==> config.mk <==
export PLATFORM = sky130hd
export DESIGN_NAME = ultrasonic_echo_ranger
export DESIGN_NICKNAME = d
export VERILOG_FILES = /design/src/hw/rtl/uer_pkg.sv /design/src/hw/rtl/ultrasonic_echo_ranger.sv
export SDC_FILE = /design/constraint.sdc
export NUM_CORES = 1
export LEC_CHECK = 0
export ABC_CLOCK_PERIOD_IN_PS = 6000
export CORE_AREA = 4 4 127 142
export CTS_BUF_LIST = sky130_fd_sc_hd__clkbuf_4
export DETAILED_ROUTE_END_ITERATION = 6
export DIE_AREA = 0 0 131 146
export DONT_BUFFER_PORTS = 1
export PLACE_DENSITY = 0.75
export SLEW_MARGIN = 20
export SYNTH_ARGS = -nofsm -noshare
export SYNTH_HDL_FRONTEND = slang
export SYNTH_SLANG_ARGS = --single-unit
export TNS_END_PERCENT = 10
==> constraint.sdc <==
create_clock -name clk -period 6 [get_ports clk]
set_input_delay 0.9 -clock clk [delete_from_list [all_inputs] [get_ports clk]]
set_output_delay 0.9 -clock clk [all_outputs]
set_load 0.02 [all_outputs]
==> src/hw/rtl/uer_pkg.sv <==
// Shared types, codes and constants for the ultrasonic echo ranger.
// Holds the phase and status enums, the item layouts and a small helper.
// No dependencies.
package uer_pkg;

  // Trigger timing, in ticks
  localparam int unsigned PRE_LOW_TICKS   = 2;
  localparam int unsigned TRIG_HIGH_TICKS = 10;

  // Register reset values and the index of each register
  localparam int unsigned CNT_W          = 16;
  localparam logic [CNT_W-1:0] WAIT_LIMIT_RST  = 16'd10000;
  localparam logic [CNT_W-1:0] WIDTH_LIMIT_RST = 16'd3883;
  localparam logic REG_WAIT_LIMIT  = 1'b0;
  localparam logic REG_WIDTH_LIMIT = 1'b1;

  // Distance scale: cm per tick in Q8, (ticks * 3372) >> 8
  localparam int unsigned DIST_W     = 20;
  localparam int unsigned PROD_W     = 28;
  localparam int unsigned DIST_SHIFT = 8;
  localparam logic [11:0] DIST_SCALE = 12'd3372;

  // Sensor choices
  localparam logic [1:0] SENS_FRONT   = 2'd0;
  localparam logic [1:0] SENS_RIGHT   = 2'd1;
  localparam logic [1:0] SENS_LEFT    = 2'd2;
  localparam logic [1:0] SENS_INVALID = 2'd3;

  // Packed bus widths
  localparam int unsigned IN_TDATA_W  = 8;
  localparam int unsigned OUT_TDATA_W = 48;

  typedef enum logic [2:0] {
    PH_IDLE = 3'd0,
    PH_LOW  = 3'd1,
    PH_HIGH = 3'd2,
    PH_WAIT = 3'd3,
    PH_MEAS = 3'd4
  } phase_t;

  typedef enum logic [1:0] {
    ST_OK         = 2'd0,
    ST_BAD_SENSOR = 2'd1,
    ST_NO_ECHO    = 2'd2,
    ST_RANGE      = 2'd3
  } status_t;

  // One tick item
  typedef struct packed {
    logic       echo_left;
    logic       echo_right;
    logic       echo_front;
    logic [1:0] sensor_select;
    logic       start_req;
  } tick_t;

  // One result item
  typedef struct packed {
    logic [DIST_W-1:0] distance_q8;
    logic [CNT_W-1:0]  echo_ticks;
    status_t           status;
    logic              done_res;
    logic              busy_res;
    logic              trigger;
  } result_t;

  // Counter increment that sticks at all ones
  function automatic logic [CNT_W-1:0] sat_inc(input logic [CNT_W-1:0] v);
    sat_inc = (&v) ? v : v + 1'b1;
  endfunction

endpackage

==> src/hw/rtl/ultrasonic_echo_ranger.sv <==
// Ultrasonic echo ranger: trigger sequencing, echo wait, echo width count
// and distance scaling, one tick item in and one result item out.
// Depends on uer_pkg.
//
// A tick accepted into the input register is processed, the distance
// multiply included, and its result goes to the output register.
// Throughput: one tick per clock while the output is not stalled; the input
// register takes a new tick while the previous result waits.
// Reset (rst_n low, synchronous): idle phase, counters and sensor cleared,
// limits back to 10000 and 3883, both pipeline stages empty.
module ultrasonic_echo_ranger (
  input  logic                              clk,
  input  logic                              rst_n,
  // tick channel
  input  logic                              in_tvalid,
  output logic                              in_tready,
  // [0] start_req, [2:1] sensor_select, [3] echo_front, [4] echo_right,
  // [5] echo_left, [7:6] zero
  input  logic [uer_pkg::IN_TDATA_W-1:0]    in_tdata,
  // result channel
  output logic                              out_tvalid,
  input  logic                              out_tready,
  // [0] trigger, [1] busy_res, [2] done_res, [4:3] status,
  // [20:5] echo_ticks, [40:21] distance_q8, [47:41] zero
  output logic [uer_pkg::OUT_TDATA_W-1:0]   out_tdata,
  // configuration
  input  logic                              cfg_wr_en,
  input  logic                              cfg_index,
  input  logic [uer_pkg::CNT_W-1:0]         cfg_data
);

  localparam int unsigned CW = uer_pkg::CNT_W;

  // Configuration registers
  logic [CW-1:0] wait_limit_r;
  logic [CW-1:0] width_limit_r;

  // Pipeline registers
  logic           s1_valid_r;
  uer_pkg::tick_t s1_tick_r;
  logic           out_valid_r;
  uer_pkg::result_t out_res_r;
  uer_pkg::result_t res_nxt;

  // Ranger state
  uer_pkg::phase_t phase_r, phase_nxt;
  logic [1:0]      sensor_r, sensor_nxt;
  logic [CW-1:0]   phase_cnt_r, phase_cnt_nxt;
  logic [CW-1:0]   width_cnt_r, width_cnt_nxt;

  logic                             advance;
  logic                             s2_fire;
  logic                             echo;
  logic [uer_pkg::PROD_W-1:0]       prod;

  // Output stage loads when empty or drained; input stage follows it
  assign advance    = !out_valid_r || out_tready;
  assign in_tready  = !s1_valid_r || advance;
  assign s2_fire    = s1_valid_r && advance;
  assign out_tvalid = out_valid_r;
  assign out_tdata  = {{(uer_pkg::OUT_TDATA_W - $bits(uer_pkg::result_t)){1'b0}}, out_res_r};

  // Write configuration registers
  always_ff @(posedge clk) begin
    if (!rst_n) begin
      wait_limit_r  <= uer_pkg::WAIT_LIMIT_RST;
      width_limit_r <= uer_pkg::WIDTH_LIMIT_RST;
    end else if (cfg_wr_en) begin
      unique case (cfg_index)
        uer_pkg::REG_WAIT_LIMIT:  wait_limit_r  <= cfg_data;
        uer_pkg::REG_WIDTH_LIMIT: width_limit_r <= cfg_data;
        default: ;
      endcase
    end
  end

  // Capture input transaction
  always_ff @(posedge clk) begin
    if (!rst_n) begin
      s1_valid_r <= 1'b0;
    end else if (in_tready) begin
      s1_valid_r <= in_tvalid;
    end
  end

  always_ff @(posedge clk) begin
    if (in_tvalid && in_tready) begin
      s1_tick_r <= uer_pkg::tick_t'(in_tdata[$bits(uer_pkg::tick_t)-1:0]);
    end
  end

  // Hold state and result registers
  always_ff @(posedge clk) begin
    if (!rst_n) begin
      phase_r     <= uer_pkg::PH_IDLE;
      sensor_r    <= uer_pkg::SENS_FRONT;
      phase_cnt_r <= '0;
      width_cnt_r <= '0;
      out_valid_r <= 1'b0;
    end else begin
      if (s2_fire) begin
        phase_r     <= phase_nxt;
        sensor_r    <= sensor_nxt;
        phase_cnt_r <= phase_cnt_nxt;
        width_cnt_r <= width_cnt_nxt;
      end
      if (advance) begin
        out_valid_r <= s1_valid_r;
      end
    end
  end

  always_ff @(posedge clk) begin
    if (s2_fire) begin
      out_res_r <= res_nxt;
    end
  end

  // Distance scale; only used when the count is the registered one
  assign prod = uer_pkg::PROD_W'(width_cnt_r) * uer_pkg::PROD_W'(uer_pkg::DIST_SCALE);

  // Next state and result for one tick
  always_comb begin
    phase_nxt     = phase_r;
    sensor_nxt    = sensor_r;
    phase_cnt_nxt = phase_cnt_r;
    width_cnt_nxt = width_cnt_r;
    res_nxt       = '0;
    res_nxt.status = uer_pkg::ST_OK;

    // Start only from idle; an invalid sensor finishes at once
    if (phase_r == uer_pkg::PH_IDLE && s1_tick_r.start_req) begin
      if (s1_tick_r.sensor_select == uer_pkg::SENS_INVALID) begin
        res_nxt.done_res = 1'b1;
        res_nxt.status   = uer_pkg::ST_BAD_SENSOR;
      end else begin
        sensor_nxt    = s1_tick_r.sensor_select;
        phase_nxt     = uer_pkg::PH_LOW;
        phase_cnt_nxt = '0;
        width_cnt_nxt = '0;
      end
    end

    // Select the echo line of the latched sensor
    case (sensor_nxt)
      uer_pkg::SENS_FRONT: echo = s1_tick_r.echo_front;
      uer_pkg::SENS_RIGHT: echo = s1_tick_r.echo_right;
      uer_pkg::SENS_LEFT:  echo = s1_tick_r.echo_left;
      default:             echo = 1'b0;
    endcase

    // Trigger sequence and echo wait
    unique case (phase_nxt)
      uer_pkg::PH_LOW: begin
        res_nxt.busy_res = 1'b1;
        phase_cnt_nxt = uer_pkg::sat_inc(phase_cnt_nxt);
        if (phase_cnt_nxt >= CW'(uer_pkg::PRE_LOW_TICKS)) begin
          phase_nxt     = uer_pkg::PH_HIGH;
          phase_cnt_nxt = '0;
        end
      end
      uer_pkg::PH_HIGH: begin
        res_nxt.busy_res = 1'b1;
        res_nxt.trigger  = 1'b1;
        phase_cnt_nxt = uer_pkg::sat_inc(phase_cnt_nxt);
        if (phase_cnt_nxt >= CW'(uer_pkg::TRIG_HIGH_TICKS)) begin
          phase_nxt     = uer_pkg::PH_WAIT;
          phase_cnt_nxt = '0;
        end
      end
      uer_pkg::PH_WAIT: begin
        res_nxt.busy_res = 1'b1;
        if (echo) begin
          phase_nxt     = uer_pkg::PH_MEAS;
          width_cnt_nxt = '0;
        end else if (phase_cnt_nxt > wait_limit_r || (&phase_cnt_nxt)) begin
          res_nxt.busy_res = 1'b0;
          res_nxt.done_res = 1'b1;
          res_nxt.status   = uer_pkg::ST_NO_ECHO;
          phase_nxt        = uer_pkg::PH_IDLE;
          phase_cnt_nxt    = '0;
        end else begin
          phase_cnt_nxt = uer_pkg::sat_inc(phase_cnt_nxt);
        end
      end
      uer_pkg::PH_IDLE, uer_pkg::PH_MEAS: ;
      default: ;
    endcase

    // Measure echo width; a tick entering from the wait counts too
    if (phase_nxt == uer_pkg::PH_MEAS) begin
      res_nxt.busy_res = 1'b1;
      if (echo) begin
        if (width_cnt_nxt > width_limit_r || (&width_cnt_nxt)) begin
          res_nxt.busy_res   = 1'b0;
          res_nxt.done_res   = 1'b1;
          res_nxt.status     = uer_pkg::ST_RANGE;
          res_nxt.echo_ticks = width_cnt_nxt;
          phase_nxt          = uer_pkg::PH_IDLE;
        end else begin
          width_cnt_nxt = uer_pkg::sat_inc(width_cnt_nxt);
        end
      end else begin
        // Echo low here means the phase was already measuring last tick
        res_nxt.busy_res    = 1'b0;
        res_nxt.done_res    = 1'b1;
        res_nxt.status      = uer_pkg::ST_OK;
        res_nxt.echo_ticks  = width_cnt_r;
        res_nxt.distance_q8 = prod[uer_pkg::DIST_SHIFT +: uer_pkg::DIST_W];
        phase_nxt           = uer_pkg::PH_IDLE;
      end
    end
  end

  // Checks
  a_done_not_busy: assert property (@(posedge clk) disable iff (!rst_n)
    out_valid_r |-> !(out_res_r.done_res && out_res_r.busy_res))
    else $error("done and busy reported together");

  a_trig_busy: assert property (@(posedge clk) disable iff (!rst_n)
    (out_valid_r && out_res_r.trigger) |-> out_res_r.busy_res)
    else $error("trigger driven outside a measurement");

  a_sensor_valid: assert property (@(posedge clk) disable iff (!rst_n)
    (phase_r != uer_pkg::PH_IDLE) |-> (sensor_r != uer_pkg::SENS_INVALID))
    else $error("measurement running on invalid sensor");

  a_dist_ok: assert property (@(posedge clk) disable iff (!rst_n)
    (out_valid_r && out_res_r.distance_q8 != '0) |->
      (out_res_r.done_res && out_res_r.status == uer_pkg::ST_OK))
    else $error("distance reported without a good measurement");

endmodule
======== After elaboration in Yosys (flattened, before gate mapping) ========
Cells that the tools add are included.
word-level totals
  bits in registers ....................... 118
  output and inout bits ................... 50
  logic and storage cells ................. 91
cells by class
  $add $sub $neg .......................... 2
  $mul .................................... 1
  order comparisons ....................... 4
  equal/unequal tests ..................... 7
  muxes and demuxes ....................... 39
  bitwise logic cells ..................... 2
  reduce and logical (&&, ||, !) cells .... 17
operator list
  cell                      count
  $mux W16                  15
  $pmux W16 S3              1
  $mux W20                  2
  $add A16 B1 Y16 const B   2
  $gt A16 B16 Y1            2
  $reduce_and A16 Y1        2
  $mux W3                   10
  $mul A16 B10 Y26 const B  1
  $ge A16 B2 Y1 const B     1
  $ge A16 B4 Y1 const B     1
  $mux W4                   3
  $pmux W3 S3               1
  $mux W2                   4
  $eq A3 B2 Y1 const B      2
  $eq A2 B2 Y1 const B      2
  $logic_or A1 B1 Y1        4
  $reduce_and A2 Y1         2
  $reduce_or A2 Y1          2
  $eq A3 B1 Y1 const B      1
  $eq A3 B3 Y1 const B      1
  $logic_and A1 B1 Y1       3
  $logic_not A3 Y1          1
  $pmux W1 S3               1
  $eq A2 B1 Y1 const B      1
  other kinds (5)           7

======== Logic depth before layout (Yosys ltp) ========
  depth in word-level cells ............... 12
  gate-level depth with buffers ........... 20

======== Worst setup path after synthesis ========
Ideal clock, no wire load.
  path type ............................... reg2reg
  start point ............................. register width_cnt_r[3]
  end point ............................... register out_res_r, in the netlist out_tdata[40] (data pin)
  data arrival time ....................... 4.894 ns
  path slack .............................. 0.847 ns
  cell stages (with the launch flop) ...... 19
  buffers on the path ..................... 0
  period minus slack after synthesis ...... 5.153 ns
  cells stage by stage .................... dfxtp_1 -> ha_1 -> fa_1 -> inv_1 -> fa_1 -> inv_1 -> fa_1 -> inv_1 -> fa_1 -> inv_1 -> ha_1 -> and2_1 -> nand2_1 -> nor4b_1 -> o21ai_0 -> nand3_1 -> a41o_1 -> nor2_1 -> a211o_1
on the way
  cells in the longest elaborated chain, start to end .. 1
ends and longest elaborated chain
  element                 line                           RTL
  from (decl)             ultrasonic_echo_ranger.sv:49   logic [CW-1:0] width_cnt_r, width_cnt_nxt;
  from (signal assigned)  ultrasonic_echo_ranger.sv:105  width_cnt_r <= width_cnt_nxt;
  $mul A16 B10 Y26        ultrasonic_echo_ranger.sv:120  assign prod = uer_pkg::PROD_W'(width_cnt_r) * uer_pkg::PROD_W'(uer_pkg::DIST_SCALE);
  to (signal assigned)    ultrasonic_echo_ranger.sv:115  out_res_r <= res_nxt;
  to (decl)               ultrasonic_echo_ranger.sv:42   uer_pkg::result_t out_res_r;
Every way passes these cells.
A chain may end at the register's enable or synchronous reset.

======== Worst setup path after layout ========
Ends and elaborated chain as after synthesis.

==> results.md <==
- Outcome: completed
- H-tree depth: 4
- Hold Path Class: primary input to flop
- Kind of end point of the critical path: flop
- Final HPWL DP: 16700 um
- Crit-path max cell delay: 0.54 ns
- Root Driver: clkbuf_4
- Skew-Pair Late Insertion Delay: 0.59 ns
- Clock Pin Slew Worst Setup and Hold Paths: 0.11 ns
- Slew margin rel.: 45.9%
- Syn Area/Cell: 8.86 um^2
- Largest net degree at the start of global routing: 50
- Max Cap Viol: 0
- Drt drc: 0
- Pwr dens: 170 mW/mm^2
- Layout cells sized above 1: 5.97%
- Tcrit/Tclk final: 92.7%
- Total negative slack: 0 ns
- Crit path max-delay cell type: fa_1
- Die width: 131 um
- Final Hold Fails: 0
- Critical path arrival: 5.90 ns
- Global placement routability congestion: 0.902
- Critical path class: flop to flop
- Core area: 0.0167 mm^2
- DR pass1 iterations: 7
- Max Slew Vio Count: 0
- RSZ-0062 raised after global routing: false
- Routed vias: 7828
- Iteration-0 DRC count of the detailed router: 497
- CTS Buf Count: 17
- Antenna violations before repair: 2
- Site row count: 50
- # setup viols final: 0
- Clock Sinks: 118
- Clock skew: 0.0190 ns
- Max Fanout on Critical Path: 6
- Layout Nets: 1299
- Initial Util: 58.8%
- DIE HEIGHT: 146 um
- Global-route wire length before repair: 37100 um
- Primary FF master, synth: dfxtp_1
- Post-synth ARST share: 0%
- Met1 wire length: 9300 um
- CTS resizes: 0
- CP Launch Type: flop
- Die ar.: 0.0191 mm^2
- YS warnings: 0
- Post-CTS Hold Fix Bufs: 0
- Vias in the first global route: 7604
- Final design utilization: 61.6%
- Synth Register Bits: 118
- Number of synthesized flops with an enable pin: 47
- Post-layout minimum cycle time: 5.56 ns
- Seq/Total Area, Yosys: 28.9%
- Routed Antenna Nets: 0
- Worst vdd ir: 0.000116 V
- Worst Max-Slew Pin Slew: 0.805 ns
- Layout area overhead: 4.83%
- # IOs: 80
- WP buf/inv: 4
- Post-DR wirelength/cell: 17.0 um
- Met3 WL: 1150 um
- CTS tree: yes
- WL final: 22300 um
- Max layer used: met4
- Delay-heaviest family, CP: adder cells
- Vias/cell: 5.95
- Port bufs: 0
- Mapped Cells: 1108
- WL met2: 11100 um
- Required @ worst endpoint: 6.33 ns
- Synth Cell Area: 0.00982 mm^2
- CTS Buffer Depth: 2
- Worst path cell trace: ha_1 -> fa_1 -> inv_1 -> fa_1 -> inv_1 -> fa_1 -> inv_1 -> fa_1 -> inv_1 -> ha_1 -> and2_1 -> nand2_1 -> nor4b_1 -> o21ai_0 -> nand3_1 -> a41o_1 -> nor2_1 -> a211o_1
- Maximum clock frequency: 0.180 GHz
- GR Overflow Total: 0
- Yosys cell types: 85
- Leak: 0.00479 uW
- GRT Total Usage: 24.4%
- Post-CTS Setup Repair Bufs: 0
layout make-up:
cell class              instances  area [um^2]
clock buffers                  19          143
fillers                      1426         6410
inverters                     145          544
diodes                          2         5.00
multi-input cells             793         6180
well taps                     208          260
clock inverters                13          196
flip-flops and latches        118         2830
repair buffers                 17          128
flip-flops by register name, summed over array words and instances (netlist names):
name,cells
sensor_r,2
s1_valid_r,1
s1_tick_r,6
out_tvalid,1
out_tdata,41
width_limit_r,16
phase_cnt_r,16
wait_limit_r,16
phase_r,3
width_cnt_r,16
path summary, 6_finish.rpt:
kind,from,to,slack [ns],cells past startpoint
worst min register to register,width_limit_r[6],width_limit_r[6],0.46,2
worst max-delay path,width_cnt_r[3],out_tdata[40],0.44,18
worst min-delay path,in_tdata[2],s1_tick_r[2],0.42,0
worst max register to register,width_cnt_r[3],out_tdata[40],0.44,18
cells by family (layout without fill, tap and decap cells):
family | after synthesis | after routing | synth area share, %
AND/OR/NAND/NOR | 367 | 367 | 19.3
AO/OA/AOI/OAI | 216 | 216 | 15.0
buffers and inverters | 203 | 194 | 8.40
adder cells (fa/ha/maj) | 177 | 177 | 25.9
flip-flops | 118 | 118 | 28.9
XOR/XNOR | 20 | 20 | 1.78
multiplexers | 6 | 6 | 0.637
other | 1 | 9 | 0.0382
layer usage:
layer,global-route usage [%],vias to the layer above
met5,0,-
met4,11.7,0
met3,5.14,54
met2,40.0,251
met1,30.0,3656
li1,-,3867
cells in the mapped netlist (8+ instances only):
cell	instances	area, um^2
a21o_1	9	67.6
a21oi_1	63	315
a31oi_1	11	68.8
and2_1	40	250
and3_1	13	81.3
clkbuf_1	39	146
dfxtp_1	71	1420
edfxtp_1	47	1410
fa_1	44	881
ha_1	133	1660
inv_1	144	541
nand2_1	103	387
nand2b_1	11	68.8
nand3_1	39	195
nand4_1	21	131
nor2_1	62	233
nor3_1	19	95.1
nor4_1	13	81.3
o211ai_1	20	150
o21ai_0	27	135
o31ai_1	8	60.1
xnor2_1	14	123
placed cells by master (no fill, tap or decap), drive strengths merged, types with 11 or more instances in the layout:
cell type / count
ha: 133
a31oi: 11
nor4: 14
nor2: 63
fa: 44
inv: 148
nand3: 39
nor3: 21
o21ai: 32
xnor2: 14
edfxtp: 47
and3: 13
nand2: 103
and2: 40
nand2b: 11
a21oi: 63
clkbuf: 19
buf: 17
nand4: 21
o211ai: 20
dfxtp: 71
metrics by stage:
stage / total power [uW] / instance area, um^2 / setup slack [ns] / std cells / hold slack [ns]
finish: 1750 / 10300 / 0.435 / 1315 / 0.419
global route: 1830 / 10300 / 0.260 / 1315 / 0.325
CTS: 1760 / 10300 / 0.509 / 1313 / 0.358
detailed placement: 1070 / 9950 / 0.530 / 1281 / 0.449
global placement: 1070 / 9950 / 0.635 / 1281 / 0.444
floorplan: 1040 / 9840 / 0.847 / 1114 / 0.436
power breakdown:
group	total [uW]	switching, uW	internal, uW
clock network	692	346	346
logic	164	116	48.1
registers	890	28.4	862
Power figures use the tool's default switching activity.
